==> src/design/srp_pkg.sv <==
// Shared types and constants for the schedule record parser.
`default_nettype none

package srp_pkg;

  localparam int unsigned FifoDepth = 4;
  localparam int unsigned FifoPtrW = 2;
  localparam int unsigned FifoCntW = 3;

  localparam logic [9:0] MaxEntriesReset = 10'd64;

  localparam logic [7:0] ChSemicolon = 8'h3b;
  localparam logic [7:0] ChCr = 8'h0d;
  localparam logic [7:0] ChNl = 8'h0a;
  localparam logic [7:0] ChSpace = 8'h20;
  localparam logic [7:0] ChZero = 8'h30;
  localparam logic [7:0] ChNine = 8'h39;

  localparam logic [1:0] DigitsPerValue = 2'd3;  // last index of a four-digit value

  typedef enum logic [1:0] {
    KIND_ENTRY = 2'd0,
    KIND_DONE  = 2'd1,
    KIND_ERROR = 2'd2
  } kind_e;

  typedef enum logic [2:0] {
    ERR_DIGIT    = 3'd0,
    ERR_SPACE    = 3'd1,
    ERR_FOUR_DIG = 3'd2,
    ERR_NEWLINE  = 3'd3,
    ERR_TOO_MANY = 3'd4
  } err_e;

  typedef struct packed {
    kind_e       kind;
    logic [3:0]  day;
    logic [13:0] start_val;
    logic [13:0] end_val;
    logic [9:0]  entry_count;
    err_e        error_code;
    logic [15:0] line_number;
    logic        last;
  } srp_result_t;

  typedef struct packed {
    logic [1:0]  num;
    srp_result_t first;
    srp_result_t second;
  } srp_push_t;

endpackage

`default_nettype wire

==> src/design/srp_parser.sv <==
// Parser state machine: one byte per step, up to two results per step.
`default_nettype none

module srp_parser (
  input  wire logic              clk_i,
  input  wire logic              rst_ni,
  input  wire logic              step_i,
  input  wire logic [7:0]        char_byte_i,
  input  wire logic              end_of_file_i,
  input  wire logic [9:0]        max_entries_i,
  output srp_pkg::srp_push_t     push_o
);

  typedef enum logic [3:0] {
    PH_LINE    = 4'd0,
    PH_COMMENT = 4'd1,
    PH_SP1     = 4'd2,
    PH_DIG1    = 4'd3,
    PH_SP2     = 4'd4,
    PH_DIG2    = 4'd5,
    PH_NL      = 4'd6
  } phase_e;

  phase_e      phase_q, phase_d;
  logic [1:0]  digit_index_q, digit_index_d;
  logic [13:0] acc_q, acc_d;
  logic [3:0]  held_day_q, held_day_d;
  logic [13:0] held_start_q, held_start_d;
  logic [9:0]  count_q, count_d;
  logic [15:0] line_q, line_d;
  logic        cr_q, cr_d;
  logic        draining_q, draining_d;

  logic        eof, is_dig, is_sp, is_nl;
  logic        line_start, entry, fin, do_new;
  srp_pkg::kind_e kind_fin;
  srp_pkg::err_e  code_fin;
  logic [15:0] line_bump;
  logic [13:0] acc_next;
  srp_pkg::srp_result_t rec_entry, rec_fin;

  assign eof       = end_of_file_i;
  assign is_dig    = !eof && char_byte_i >= srp_pkg::ChZero && char_byte_i <= srp_pkg::ChNine;
  assign is_sp     = !eof && char_byte_i == srp_pkg::ChSpace;
  assign is_nl     = !eof && char_byte_i == srp_pkg::ChNl;
  assign line_bump = (line_q == 16'hffff) ? line_q : line_q + 16'd1;
  assign acc_next  = (acc_q << 3) + (acc_q << 1) + {10'd0, char_byte_i[3:0]};

  always_comb begin
    phase_d       = phase_q;
    digit_index_d = digit_index_q;
    acc_d         = acc_q;
    held_day_d    = held_day_q;
    held_start_d  = held_start_q;
    count_d       = count_q;
    line_d        = line_q;
    cr_d          = cr_q;
    draining_d    = draining_q;
    line_start    = 1'b0;
    entry         = 1'b0;
    fin           = 1'b0;
    do_new        = 1'b0;
    kind_fin      = srp_pkg::KIND_DONE;
    code_fin      = srp_pkg::ERR_DIGIT;

    if (step_i) begin
      if (draining_q) begin
        // discard bytes through the next end marker
        if (eof) begin
          draining_d = 1'b0;
          do_new     = 1'b1;
        end
      end else if (!eof && char_byte_i == srp_pkg::ChCr && !cr_q) begin
        cr_d = 1'b1;
      end else begin
        cr_d = 1'b0;
        unique case (phase_q)
          PH_COMMENT: begin
            if (eof) begin
              line_start = 1'b1;
            end else if (is_nl) begin
              line_d  = line_bump;
              phase_d = PH_LINE;
            end
          end
          PH_SP1, PH_SP2: begin
            if (!is_sp) begin
              fin      = 1'b1;
              kind_fin = srp_pkg::KIND_ERROR;
              code_fin = srp_pkg::ERR_SPACE;
            end else begin
              phase_d       = (phase_q == PH_SP1) ? PH_DIG1 : PH_DIG2;
              digit_index_d = 2'd0;
              acc_d         = 14'd0;
            end
          end
          PH_DIG1, PH_DIG2: begin
            if (!is_dig) begin
              fin      = 1'b1;
              kind_fin = srp_pkg::KIND_ERROR;
              code_fin = srp_pkg::ERR_FOUR_DIG;
            end else begin
              acc_d         = acc_next;
              digit_index_d = digit_index_q + 2'd1;
              if (digit_index_q == srp_pkg::DigitsPerValue) begin
                if (phase_q == PH_DIG1) begin
                  held_start_d = acc_next;
                  phase_d      = PH_SP2;
                end else begin
                  phase_d = PH_NL;
                end
              end
            end
          end
          PH_NL: begin
            if (!is_nl) begin
              fin      = 1'b1;
              kind_fin = srp_pkg::KIND_ERROR;
              code_fin = srp_pkg::ERR_NEWLINE;
            end else begin
              entry   = 1'b1;
              count_d = count_q + 10'd1;
              line_d  = line_bump;
              phase_d = PH_LINE;
              if (count_d >= max_entries_i) begin
                fin      = 1'b1;
                kind_fin = srp_pkg::KIND_ERROR;
                code_fin = srp_pkg::ERR_TOO_MANY;
              end
            end
          end
          default: line_start = 1'b1;
        endcase

        if (line_start) begin
          phase_d = PH_LINE;
          priority if (count_q >= max_entries_i) begin
            fin      = 1'b1;
            kind_fin = srp_pkg::KIND_ERROR;
            code_fin = srp_pkg::ERR_TOO_MANY;
          end else if (eof) begin
            fin      = 1'b1;
            kind_fin = srp_pkg::KIND_DONE;
          end else if (char_byte_i == srp_pkg::ChSemicolon) begin
            phase_d = PH_COMMENT;
          end else if (is_nl) begin
            line_d = line_bump;
          end else if (is_dig) begin
            held_day_d = char_byte_i[3:0];
            phase_d    = PH_SP1;
          end else begin
            fin      = 1'b1;
            kind_fin = srp_pkg::KIND_ERROR;
            code_fin = srp_pkg::ERR_DIGIT;
          end
        end
      end
    end

    rec_entry.kind        = srp_pkg::KIND_ENTRY;
    rec_entry.day         = held_day_q;
    rec_entry.start_val   = held_start_q;
    rec_entry.end_val     = acc_q;
    rec_entry.entry_count = count_d;
    rec_entry.error_code  = srp_pkg::ERR_DIGIT;
    rec_entry.line_number = line_q;
    rec_entry.last        = !fin;

    rec_fin.kind        = kind_fin;
    rec_fin.day         = 4'd0;
    rec_fin.start_val   = 14'd0;
    rec_fin.end_val     = 14'd0;
    rec_fin.entry_count = count_d;
    rec_fin.error_code  = (kind_fin == srp_pkg::KIND_ERROR) ? code_fin : srp_pkg::ERR_DIGIT;
    rec_fin.line_number = line_d;
    rec_fin.last        = 1'b1;

    // a final result on the end marker restarts, on a byte it drains
    if (fin) begin
      if (eof) begin
        do_new = 1'b1;
      end else begin
        draining_d = 1'b1;
      end
    end

    if (do_new) begin
      phase_d       = PH_LINE;
      digit_index_d = 2'd0;
      acc_d         = 14'd0;
      held_day_d    = 4'd0;
      held_start_d  = 14'd0;
      count_d       = 10'd0;
      line_d        = 16'd1;
      cr_d          = 1'b0;
    end

    push_o.num    = {1'b0, entry} + {1'b0, fin};
    push_o.first  = entry ? rec_entry : rec_fin;
    push_o.second = rec_fin;
  end

  always_ff @(posedge clk_i or negedge rst_ni) begin
    if (!rst_ni) begin
      phase_q       <= PH_LINE;
      digit_index_q <= 2'd0;
      acc_q         <= 14'd0;
      held_day_q    <= 4'd0;
      held_start_q  <= 14'd0;
      count_q       <= 10'd0;
      line_q        <= 16'd1;
      cr_q          <= 1'b0;
      draining_q    <= 1'b0;
    end else begin
      phase_q       <= phase_d;
      digit_index_q <= digit_index_d;
      acc_q         <= acc_d;
      held_day_q    <= held_day_d;
      held_start_q  <= held_start_d;
      count_q       <= count_d;
      line_q        <= line_d;
      cr_q          <= cr_d;
      draining_q    <= draining_d;
    end
  end

endmodule

`default_nettype wire

==> src/design/srp_out_fifo.sv <==
// Four-entry result queue, takes up to two results per cycle.
`default_nettype none

module srp_out_fifo (
  input  wire logic                                clk_i,
  input  wire logic                                rst_ni,
  input  wire srp_pkg::srp_push_t                  push_i,
  input  wire logic                                pop_i,
  output srp_pkg::srp_result_t                     head_o,
  output logic [srp_pkg::FifoCntW-1:0]             count_o
);

  srp_pkg::srp_result_t mem_q [srp_pkg::FifoDepth];
  logic [srp_pkg::FifoPtrW-1:0] wr_ptr_q, wr_ptr_d, rd_ptr_q, rd_ptr_d;
  logic [srp_pkg::FifoCntW-1:0] count_q, count_d;
  logic [srp_pkg::FifoPtrW-1:0] wr_ptr_nx;

  assign wr_ptr_nx = wr_ptr_q + srp_pkg::FifoPtrW'(1);
  assign head_o    = mem_q[rd_ptr_q];
  assign count_o   = count_q;

  always_comb begin
    wr_ptr_d = wr_ptr_q + push_i.num;
    rd_ptr_d = pop_i ? rd_ptr_q + srp_pkg::FifoPtrW'(1) : rd_ptr_q;
    count_d  = count_q + {1'b0, push_i.num} - {{(srp_pkg::FifoCntW-1){1'b0}}, pop_i};
  end

  always_ff @(posedge clk_i) begin
    if (push_i.num != 2'd0) begin
      mem_q[wr_ptr_q] <= push_i.first;
    end
    if (push_i.num == 2'd2) begin
      mem_q[wr_ptr_nx] <= push_i.second;
    end
  end

  always_ff @(posedge clk_i or negedge rst_ni) begin
    if (!rst_ni) begin
      wr_ptr_q <= '0;
      rd_ptr_q <= '0;
      count_q  <= '0;
    end else begin
      wr_ptr_q <= wr_ptr_d;
      rd_ptr_q <= rd_ptr_d;
      count_q  <= count_d;
    end
  end

endmodule

`default_nettype wire

==> src/design/schedule_record_parser.sv <==
// Top level: parses "D HHHH HHHH" schedule lines from a byte stream.
//
// Input channel: in_valid_i / in_stall_o carry one byte (char_byte_i) or an
// end marker (end_of_file_i). A transaction lands in an input register; the
// parser steps on it once the queue has room, writing up to two results to a
// four-entry output queue. One byte per cycle is sustained while the queue has
// room; a byte that completes a record at the entry limit makes two results.
// Output channel: out_valid_o / out_stall_i carry one result per
// transaction: an entry, a success or an error, with last_o set on the final
// result of a byte. While out_stall_i is high the queue fills; once it cannot
// take two more results the input register holds and in_stall_o rises.
// Configuration: cfg_valid_i / cfg_ready_o write max_entries; ready is
// always high and writes are meant for when the block is idle.
// Reset clears the parser to line start, count 0, line 1, empties the
// queue and sets max_entries to 64.
`default_nettype none

module schedule_record_parser (
  input  wire logic        clk_i,
  input  wire logic        rst_ni,
  input  wire logic        cfg_valid_i,
  output logic             cfg_ready_o,
  input  wire logic [9:0]  cfg_max_entries_i,
  input  wire logic        in_valid_i,
  output logic             in_stall_o,
  input  wire logic [7:0]  char_byte_i,
  input  wire logic        end_of_file_i,
  output logic             out_valid_o,
  input  wire logic        out_stall_i,
  output logic [1:0]       kind_o,
  output logic [3:0]       day_o,
  output logic [13:0]      start_val_o,
  output logic [13:0]      end_val_o,
  output logic [9:0]       entry_count_o,
  output logic [2:0]       error_code_o,
  output logic [15:0]      line_number_o,
  output logic             last_o
);

  logic [9:0] max_entries_q;
  logic       in_valid_q, in_valid_d;
  logic [7:0] char_q;
  logic       eof_q;
  logic       accept, advance, pop;
  logic [srp_pkg::FifoCntW-1:0] fifo_cnt;
  srp_pkg::srp_push_t   push;
  srp_pkg::srp_result_t head;

  assign cfg_ready_o = 1'b1;

  // step only when the queue has room for two results
  assign advance    = in_valid_q && (fifo_cnt <= srp_pkg::FifoCntW'(srp_pkg::FifoDepth - 2));
  assign in_stall_o = in_valid_q && !advance;
  assign accept     = in_valid_i && !in_stall_o;
  assign out_valid_o = fifo_cnt != '0;
  assign pop        = out_valid_o && !out_stall_i;

  always_comb begin
    priority if (accept) begin
      in_valid_d = 1'b1;
    end else if (advance) begin
      in_valid_d = 1'b0;
    end else begin
      in_valid_d = in_valid_q;
    end
  end

  always_ff @(posedge clk_i or negedge rst_ni) begin
    if (!rst_ni) begin
      in_valid_q    <= 1'b0;
      max_entries_q <= srp_pkg::MaxEntriesReset;
    end else begin
      in_valid_q <= in_valid_d;
      if (cfg_valid_i && cfg_ready_o) begin
        max_entries_q <= cfg_max_entries_i;
      end
    end
  end

  always_ff @(posedge clk_i) begin
    if (accept) begin
      char_q <= char_byte_i;
      eof_q  <= end_of_file_i;
    end
  end

  srp_parser u_parser (
    .clk_i         (clk_i),
    .rst_ni        (rst_ni),
    .step_i        (advance),
    .char_byte_i   (char_q),
    .end_of_file_i (eof_q),
    .max_entries_i (max_entries_q),
    .push_o        (push)
  );

  srp_out_fifo u_out_fifo (
    .clk_i   (clk_i),
    .rst_ni  (rst_ni),
    .push_i  (push),
    .pop_i   (pop),
    .head_o  (head),
    .count_o (fifo_cnt)
  );

  assign kind_o        = head.kind;
  assign day_o         = head.day;
  assign start_val_o   = head.start_val;
  assign end_val_o     = head.end_val;
  assign entry_count_o = head.entry_count;
  assign error_code_o  = head.error_code;
  assign line_number_o = head.line_number;
  assign last_o        = head.last;

endmodule

`default_nettype wire

==> config.mk <==
export PLATFORM = sky130hd
export DESIGN_NAME = schedule_record_parser
export DESIGN_NICKNAME = d
export VERILOG_FILES = /design/src/design/srp_pkg.sv /design/src/design/srp_parser.sv /design/src/design/srp_out_fifo.sv /design/src/design/schedule_record_parser.sv
export SDC_FILE = /design/constraint.sdc
export NUM_CORES = 1
export LEC_CHECK = 0
export ABC_AREA = 1
export BUFFER_PORTS_ARGS = -buffer_cell sky130_fd_sc_hd__buf_2
export CAP_MARGIN = 20
export CORE_ASPECT_RATIO = 1.2
export CORE_MARGIN = 4
export CORE_UTILIZATION = 42
export CTS_BUF_LIST = sky130_fd_sc_hd__clkbuf_4 sky130_fd_sc_hd__clkbuf_8
export CTS_CLUSTER_DIAMETER = 100
export DETAILED_ROUTE_END_ITERATION = 8
export PLACE_DENSITY = 0.58
export SYNTH_ARGS = -nofsm -noshare
export SYNTH_HDL_FRONTEND = slang
export SYNTH_SLANG_ARGS = --single-unit
==> constraint.sdc <==
create_clock -name clk_i -period 8.6 [get_ports clk_i]
set_input_delay 0.43 -clock clk_i [delete_from_list [all_inputs] [get_ports clk_i]]
set_output_delay 0.43 -clock clk_i [all_outputs]
set_load 0.02 [all_outputs]
==> metrics.log, run 1 <==
[metrics] category of the critical setup timing path: reg2reg
[metrics] Post-Route Skew: 33.3 ps
[metrics] height of the die: 233 um
[metrics] number of I/O pins: 91
[metrics] Final Hold Fails: 0
[metrics] count of maximum capacitance violations: 0
[metrics] Resized Gates After CTS: 0
[metrics] path type of the worst min-delay path: in2reg
[metrics] main area contributors after synthesis: sky130_fd_sc_hd__edfxtp_1, sky130_fd_sc_hd__dfxtp_1, sky130_fd_sc_hd__nand2_1
[metrics] clock sink total: 348
[metrics] first-pass GRT wire length: 85.5 mm
[metrics] initial drt markers: 1220
[metrics] DRT antenna net count: 0
[metrics] number of nets produced by synthesis: 2263
[metrics] cell type with the highest aggregate area in the netlist: sky130_fd_sc_hd__edfxtp_1
[metrics] setup TNS after final layout: 0 ps
[metrics] final instance area: 0.0201 mm^2
[metrics] PnR worst setup slack: 3880 ps
[metrics] vias in the first global route: 15300
[metrics] cell count after synthesis: 2184
[metrics] detailed-router iteration count before antenna repair: 5
[metrics] Max stage delay on crit path: 820 ps
[metrics] Most Frequent Cell on Critical Path: sky130_fd_sc_hd__inv_1
[metrics] launch instance of the worst min-delay path: out_stall_i
[metrics] antenna violations before repair: 1
[metrics] IO Port Bufs: 89
[metrics] portion of the post-synthesis area used by sequential elements: 49.2%
[metrics] via count: 15700
[metrics] fraction of power spent switching nets: 42.4%
[metrics] Highest Clock Rate: 212 MHz
[metrics] Routed WL: 54.7 mm
[metrics] outcome: completed
[metrics] area growth from synthesis to layout: 13.5%
[metrics] register-to-register setup slack: 3880 ps
[metrics] area of all sequential standard cells: 0.00872 mm^2
[metrics] worst r2r src: u_parser.count_q[1]
[metrics] number of library cell types mapped by synthesis: 55
[metrics] post-layout net count: 2351
[metrics] area taken by multi-input logic gates: 0.00801 mm^2
[metrics] worst-path fanout max: 42
[metrics] Yosys warning count: 0
[metrics] total overflow reported by the global router: 0
[metrics] final count of negative-setup-slack endpoints: 0
[metrics] count of placed standard cells including taps: 2736
[metrics] initial core utilization: 42.4%
[metrics] Via density: 5.47
[metrics] proportion of layout cells with a drive suffix above 1: 14.1%
[metrics] arrival time at the worst endpoint: 5080 ps
[metrics] power density over the cells: 299 mW/mm^2
[metrics] DIE WIDTH: 195 um
[metrics] unrepaired setup endpoints after global routing: false
[metrics] pin count of the biggest net entering global routing: 68
[metrics] net switching power figure: 2.54 mW
[metrics] Post-synth EDFFs: 133
[metrics] combined global-route utilization of all metal layers: 23.6%
[metrics] clock latency on the worst-skew pair: 670 ps
[metrics] Max-slew headroom: 31.2%
[metrics] row count: 82
[metrics] reg2reg end: u_out_fifo.mem_q[1][23]
[metrics] DR WL/cell: 19.1 um
[metrics] routability cong.: 0.922
[metrics] Worst Max-Slew Pin Slew: 1030 ps
[metrics] cell with the largest stage delay on the worst path: sky130_fd_sc_hd__inv_2
[metrics] post-placement cell area: 0.0186 mm^2
[metrics] hold endpoint: u_out_fifo.rd_ptr_q[1]
[metrics] TritonCTS clock tree: done
[metrics] FF+latch count, synth: 348
[metrics] share of the synthesized area in the top cell type: 22.6%
[metrics] number of buffers on the longest clock path: 3
[metrics] sort of element at the end of the critical path: flip-flop
[metrics] Layout Cells excl Fill: 2869
[metrics] clk root buf: sky130_fd_sc_hd__clkbuf_8
[metrics] power share of the clock group: 27.1%
[metrics] Filler Cell Count: 4071
[metrics] cts bufs inserted: 59
[metrics] Combinational Power Share: 38.0%
[metrics] total core area: 0.0418 mm^2
[metrics] Final HPWL DP: 35.5 mm
[metrics] Hold WS: 117 ps
[metrics] crit path time final: 4720 ps
[metrics] asr flop ratio synth: 23.9%
[metrics] share of the core filled with cells in the final layout: 48.1%
[metrics] CP Buf/Inv Count: 7
[metrics] kind of start point of the critical path: flip-flop
[metrics] number of cells traversed by the worst register-to-register path: 25
[metrics] total power consumption of the routed design: 6.01 mW
[metrics] Worst path top cell family by delay: simple AND/OR/NAND/NOR gates
[metrics] required time of the critical path: 8960 ps
[metrics] most common flop cell mapped by yosys: sky130_fd_sc_hd__edfxtp_1
[metrics] total count of max-transition violations in the final report: 0
[metrics] pre-CTS worst setup slack: 3870 ps
[metrics] crit share post-route: 54.9%
[metrics] number of remaining DRC errors: 0
[metrics] Peak VDD IR: 0.164 mV
[metrics] Mapped Area: 0.0177 mm^2
[metrics] portion of total power attributed to sequential cells: 34.8%
[metrics] internal power: 3.46 mW
[metrics] clock-pin slew reported for the worst setup and hold paths after clock tree synthesis: 60 ps
[metrics] leakage power summed over all cells: 8.47 nW
[metrics] overall die area: 0.0455 mm^2
[metrics] H-tree level count: 2
[metrics] average cell area after synthesis: 8.11 um^2
[metrics] Hold Path Depth: 4
==> cell usage in the layout, fill, tap and decap left out, drive strengths merged, types with 2 or more instances in the layout <==
master       instances
nand3b               7
nor2               262
dlygate4sd3         21
clkbuf              98
inv                135
ha                  52
xor2                19
nand2              565
o21a                 2
o21ai              324
nand3              156
clkinv              10
fa                   3
a22oi                2
a21oi               54
dfstp                2
buf                115
or2                  5
bufinv               2
dfrtp               81
clkinvlp             2
o211ai               4
edfxtp             133
o22ai               66
a21boi               2
nor3                21
mux2i                2
o31ai               10
nand4               20
dfxtp              132
xnor2                8
==> registers in the layout (all words and copies together) (netlist names), 2 cells and up <==
signal,cells
char_q,8
max_entries_q,10
u_out_fifo.count_o,3
u_out_fifo.mem_q,256
u_out_fifo.rd_ptr_q,2
u_out_fifo.wr_ptr_q,2
u_parser.acc_q,14
u_parser.count_q,10
u_parser.digit_index_q,2
u_parser.held_day_q,4
u_parser.held_start_q,14
u_parser.line_q,16
u_parser.phase_q,3
==> layer usage <==
metal / GRT usage, % / vias to the layer above / part of all wire [%]
met5: 0 / - / 0
met1: 30.7 / 7499 / 43
met2: 40.3 / 536 / 48
met4: 8.38 / 0 / 3.0
met3: 3.37 / 108 / 6.0
li1: - / 7546 / -
==> worst min-delay path: cells and delay by family <==
kind                   cells  cell delay (ps)
buffers and inverters      1              100
AND/OR/NAND/NOR            1               80
AO/OA/AOI/OAI              1               70
XOR/XNOR                   1               60
==> kinds of logic after synthesis <==
group | synth area share (%)
compound gates | 14.1
xor+xnor | 1.38
buf+inv | 5.62
fa+ha+maj | 4.01
mux | 0.318
simple gates | 25.3
flops | 49.2
other cells | 0.0212
==> cell usage after synthesis (all sizes together) (8+ instances only) <==
library cell / instances
clkbuf: 83
inv: 135
buf: 26
xor2: 19
dfxtp: 132
nand3: 156
nand2: 565
a21oi: 54
nor3: 21
o22ai: 66
ha: 52
edfxtp: 133
xnor2: 8
dfrtp: 81
o31ai: 10
nor2: 262
o21ai: 324
nand4: 20
==> power groups by stage <==
stage	sequential (mW)	combinational, mW	clock [mW]
after floorplan	2.03	1.54	0
after global placement	2.12	2.28	0
after detailed placement	2.12	2.29	0
after CTS	2.09	2.30	1.67
after global routing	2.11	2.49	1.74
final	2.09	2.28	1.63
==> cell type report <==
class | instances | share of cell area (%)
flip-flops and latches | 348 | 43.4
clock inverters | 13 | 0.604
clock buffers | 98 | 5.96
inverters | 136 | 2.55
multi-input cells | 1591 | 39.8
repair buffers | 136 | 4.24
diodes | 1 | 0.0124
well taps | 546 | 3.40
==> worst max-delay path by stage <==
stage / from / to / slack, ps / depth (start not counted)
4_1_cts: u_parser.count_q[1] / u_out_fifo.mem_q[2][27] / 3870 / 26
3_5_place_dp: u_parser.count_q[1] / u_out_fifo.mem_q[2][28] / 3870 / 26
5_1_grt: u_parser.count_q[1] / u_out_fifo.mem_q[3][56] / 3250 / 27
3_3_place_gp: u_parser.count_q[1] / u_out_fifo.mem_q[2][25] / 3920 / 26
6_report: u_parser.count_q[1] / u_out_fifo.mem_q[1][23] / 3880 / 25
2_1_floorplan: u_parser.count_q[1] / u_out_fifo.mem_q[3][62] / 3870 / 25
==> what timing repair did <==
item                                    in CTS  in global routing
endpoints found under the hold margin       54                  0
hold buffers                                21                  0
endpoints found under the setup margin       0                  0
setup buffers                                0                  0
No activity file was read; power rests on OpenSTA's default activity.
==> inputs of run 2 (changes only) <==
--- a/config.mk
+++ b/config.mk
@@ -14,7 +14,7 @@
 export CTS_BUF_LIST = sky130_fd_sc_hd__clkbuf_4 sky130_fd_sc_hd__clkbuf_8
 export CTS_CLUSTER_DIAMETER = 100
 export DETAILED_ROUTE_END_ITERATION = 8
-export PLACE_DENSITY = 0.58
+export PLACE_DENSITY = 0.6
 export SYNTH_ARGS = -nofsm -noshare
 export SYNTH_HDL_FRONTEND = slang
 export SYNTH_SLANG_ARGS = --single-unit
==> constraint.sdc (replaced) <==
create_clock -name clk_i -period 3.85 [get_ports clk_i]
set_input_delay 0.1925 -clock clk_i [delete_from_list [all_inputs] [get_ports clk_i]]
set_output_delay 0.1925 -clock clk_i [all_outputs]
set_load 0.02 [all_outputs]
==> metrics.log, run 2 (same netlist as run 1, synthesis figures left out) <==
[metrics] clock-pin slew reported for the worst setup and hold paths after clock tree synthesis: 60 ps (about the same)
[metrics] Most Frequent Cell on Critical Path: sky130_fd_sc_hd__nor2_1 (was sky130_fd_sc_hd__inv_1)
[metrics] register name with the most flops: u_out_fifo.mem_q (unchanged)
[metrics] unrepaired setup endpoints after global routing: true (was false)
[metrics] clock sink total: 348 (unchanged)
[metrics] worst-path fanout max: 7 (was 42)
[metrics] top library cells by usage in the layout, fill and taps aside: sky130_fd_sc_hd__nand2_1, sky130_fd_sc_hd__nor2_1, sky130_fd_sc_hd__o21ai_0 (was sky130_fd_sc_hd__nand2_1, sky130_fd_sc_hd__o21ai_0, sky130_fd_sc_hd__nor2_1)
[metrics] highest-utilization routing layer at the global route stage: met2 (unchanged)
[metrics] IO Port Bufs: 89 (unchanged)
[metrics] Final HPWL DP: 36.7 mm (was 35.5 mm)
[metrics] top flop regs: u_out_fifo.mem_q x256, u_parser.line_q x16 (unchanged)
[metrics] detailed-router iteration count before antenna repair: 6 (was 5)
[metrics] height of the die: 233 um (unchanged)
[metrics] row count: 82 (unchanged)
[metrics] antenna fix cells: 0 (was 1)
[metrics] overall die area: 0.0455 mm^2 (unchanged)
[metrics] number of buffers on the longest clock path: 3 (unchanged)
[metrics] number of cells traversed by the worst register-to-register path: 30 (was 25)
[metrics] kind of start point of the critical path: flip-flop (unchanged)
[metrics] Worst Max-Slew Pin Slew: 934 ps (was 1030 ps)
[metrics] met1 track demand over resource in global routing: 32.1% (was 30.7%)
[metrics] Routed WL: 60.4 mm (was 54.7 mm)
[metrics] initial core utilization: 42.4% (unchanged)
[metrics] TritonCTS clock tree: done (unchanged)
[metrics] total count of max-transition violations in the final report: 0 (unchanged)
[metrics] cell with the largest stage delay on the worst path: sky130_fd_sc_hd__dfrtp_1 (was sky130_fd_sc_hd__inv_2)
[metrics] commonest non-fill, non-tap cell in the layout: sky130_fd_sc_hd__nand2_1 (unchanged)
[metrics] CP Buf/Inv Count: 10 (was 7)
[metrics] DIE WIDTH: 195 um (unchanged)
[metrics] outcome: complete, but fails checks (was completed)
[metrics] proportion of layout cells with a drive suffix above 1: 30.9% (was 14.1%)
[metrics] count of maximum capacitance violations: 0 (unchanged)
[metrics] sort of element at the end of the critical path: flip-flop (unchanged)
[metrics] number of remaining DRC errors: 0 (unchanged)
[metrics] arrival time at the worst endpoint: 4570 ps (was 5080 ps)
[metrics] total core area: 0.0418 mm^2 (unchanged)
[metrics] via count: 16700 (was 15700)
[metrics] Final Hold Fails: 0 (unchanged)
[metrics] category of the critical setup timing path: reg2reg (unchanged)
[metrics] H-tree level count: 2 (unchanged)
[metrics] required time of the critical path: 4340 ps (was 8960 ps)
[metrics] Via density: 5.53 (was 5.47)
[metrics] total overflow reported by the global router: 0 (unchanged)
[metrics] share of the core filled with cells in the final layout: 57.4% (was 48.1%)
[metrics] post-layout net count: 2512 (was 2351)
[metrics] DR WL/cell: 20.0 um (was 19.1 um)
[metrics] Highest Clock Rate: 245 MHz (was 212 MHz)
[metrics] Max stage delay on crit path: 400 ps (was 820 ps)
[metrics] register-to-register setup slack: -230 ps (was 3880 ps)
[metrics] total power consumption of the routed design: 14.9 mW (was 6.01 mW)
[metrics] pre-CTS worst setup slack: -402 ps (was 3870 ps)
[metrics] power density over the cells: 623 mW/mm^2 (was 299 mW/mm^2)
[metrics] final count of negative-setup-slack endpoints: 318 (was 0)
[metrics] violated checks: negative setup slack
[metrics] clock latency on the worst-skew pair: 650 ps (was 670 ps)
[metrics] clk root buf: sky130_fd_sc_hd__clkbuf_8 (unchanged)
[metrics] combined global-route utilization of all metal layers: 25.2% (was 23.6%)
[metrics] Max-slew headroom: 37.7% (was 31.2%)
[metrics] crit share post-route: 106% (was 54.9%)
[metrics] count of placed standard cells including taps: 2811 (was 2736)
[metrics] pin count of the biggest net entering global routing: 69 (was 68)
[metrics] cts bufs inserted: 56 (was 59)
[metrics] Post-Route Skew: 30.5 ps (was 33.3 ps)
[metrics] vias in the first global route: 16100 (was 15300)
[metrics] number of I/O pins: 91 (unchanged)
[metrics] initial drt markers: 1309 (was 1220)
[metrics] antenna violations before repair: 0 (was 1)
[metrics] path type of the worst min-delay path: in2async (was in2reg)
[metrics] leakage power summed over all cells: 10.0 nW (was 8.47 nW)
[metrics] PnR worst setup slack: -229 ps (was 3880 ps)
[metrics] worst r2r src: u_parser.count_q[1] (unchanged)
[metrics] Peak VDD IR: 0.468 mV (was 0.164 mV)
[metrics] reg2reg end: u_out_fifo.mem_q[3][57] (was u_out_fifo.mem_q[1][23])
[metrics] max FFs per register: 256 (unchanged)
[metrics] DRT antenna net count: 0 (unchanged)
[metrics] Worst path top cell family by delay: simple AND/OR/NAND/NOR gates (unchanged)
[metrics] routability cong.: 0.964 (was 0.922)
[metrics] met2 capacity usage during global routing: 42.8% (was 40.3%)
[metrics] crit path time final: 4080 ps (was 4720 ps)
[metrics] Layout Cells excl Fill: 3027 (was 2869)
[metrics] area growth from synthesis to layout: 35.5% (was 13.5%)
[metrics] global routing met3 resource utilization: 4.82% (was 3.37%)
[metrics] first-pass GRT wire length: 91.0 mm (was 85.5 mm)
-- run 2: cell count changes in the layout (fill, tap and decap cells not counted), sizes merged, moves of 2 or more --
cell	before	now
clkinv	10	23
dlygate4sd3	21	41
clkbuf	98	87
bufinv	2	4
inv	135	131
buf	115	252
clkinvlp	2	4
-- run 2: per-layer routing --
| layer | share of wire [%] | wire length (um) |
|---|---|---|
| met2 | 49 | 29500 |
| met1 | 41 | 24700 |
| met4 | 3.5 | 2090 |
| met5 | 0 | 0 |
| met3 | 6.8 | 4120 |
-- run 2: repair_timing --
action / in CTS / in global routing
buffers inserted: 41 / 21
endpoints found under the setup margin: 366 / 383
gates cloned: 22 / 9
pin swaps: 49 / 77
hold buffers: 41 / 0
resized for setup: 245 / 405
hold endpoints to repair: 85 / 0
-- run 2: metrics by stage --
step / area [um^2] / hold WS [ps] / TNS, ps
floorplan: 17800 / -103 / 0
global placement: 19500 / 362 / -28030
detailed placement: 19500 / 371 / -77950
CTS: 22600 / 212 / -28310
global route: 24000 / 222 / -148800
finish: 24000 / 210 / -39960
-- run 2: worst reg2reg max path: cells and delay by family (launching register included) --
kind | cells | cell delay, ps
fa+ha+maj | 3 | 620
simple gates | 14 | 1560
xor+xnor | 1 | 160
flops | 1 | 400
buf+inv | 10 | 980
compound gates | 2 | 200
-- run 2: final cells by class --
class | count | area [um^2]
Fill cell | 3690 | 17800
Multi-Input combinational cell | 1591 | 9520
Sequential cell | 348 | 8720
Timing Repair Buffer | 300 | 3170
Clock buffer | 80 | 1030
Tap cell | 546 | 683
Inverter | 136 | 626
Clock inverter | 26 | 238
-- run 2: where the power goes --
group	leakage [nW]	switching (mW)	internal, mW	total [mW]
Combinational	5.97	4.54	2.22	6.76
Sequential	3.39	0.296	4.30	4.59
Clock	0.663	1.57	2.01	3.58
Total	10.0	6.41	8.52	14.9
-- run 2: worst max path at each step --
stage / start / endpoint / slack, ps / depth (start not counted)
4_1_cts: u_parser.count_q[1] / u_out_fifo.count_o[2] / -260 / 27
5_1_grt: u_parser.count_q[1] / u_out_fifo.mem_q[3][57] / -530 / 30
3_3_place_gp: u_parser.count_q[1] / u_out_fifo.count_o[2] / -260 / 27
3_5_place_dp: u_parser.count_q[1] / u_out_fifo.count_o[2] / -400 / 27
2_1_floorplan: u_parser.count_q[1] / u_out_fifo.count_o[2] / 20 / 27
6_report: u_parser.count_q[1] / u_out_fifo.mem_q[3][57] / -230 / 30
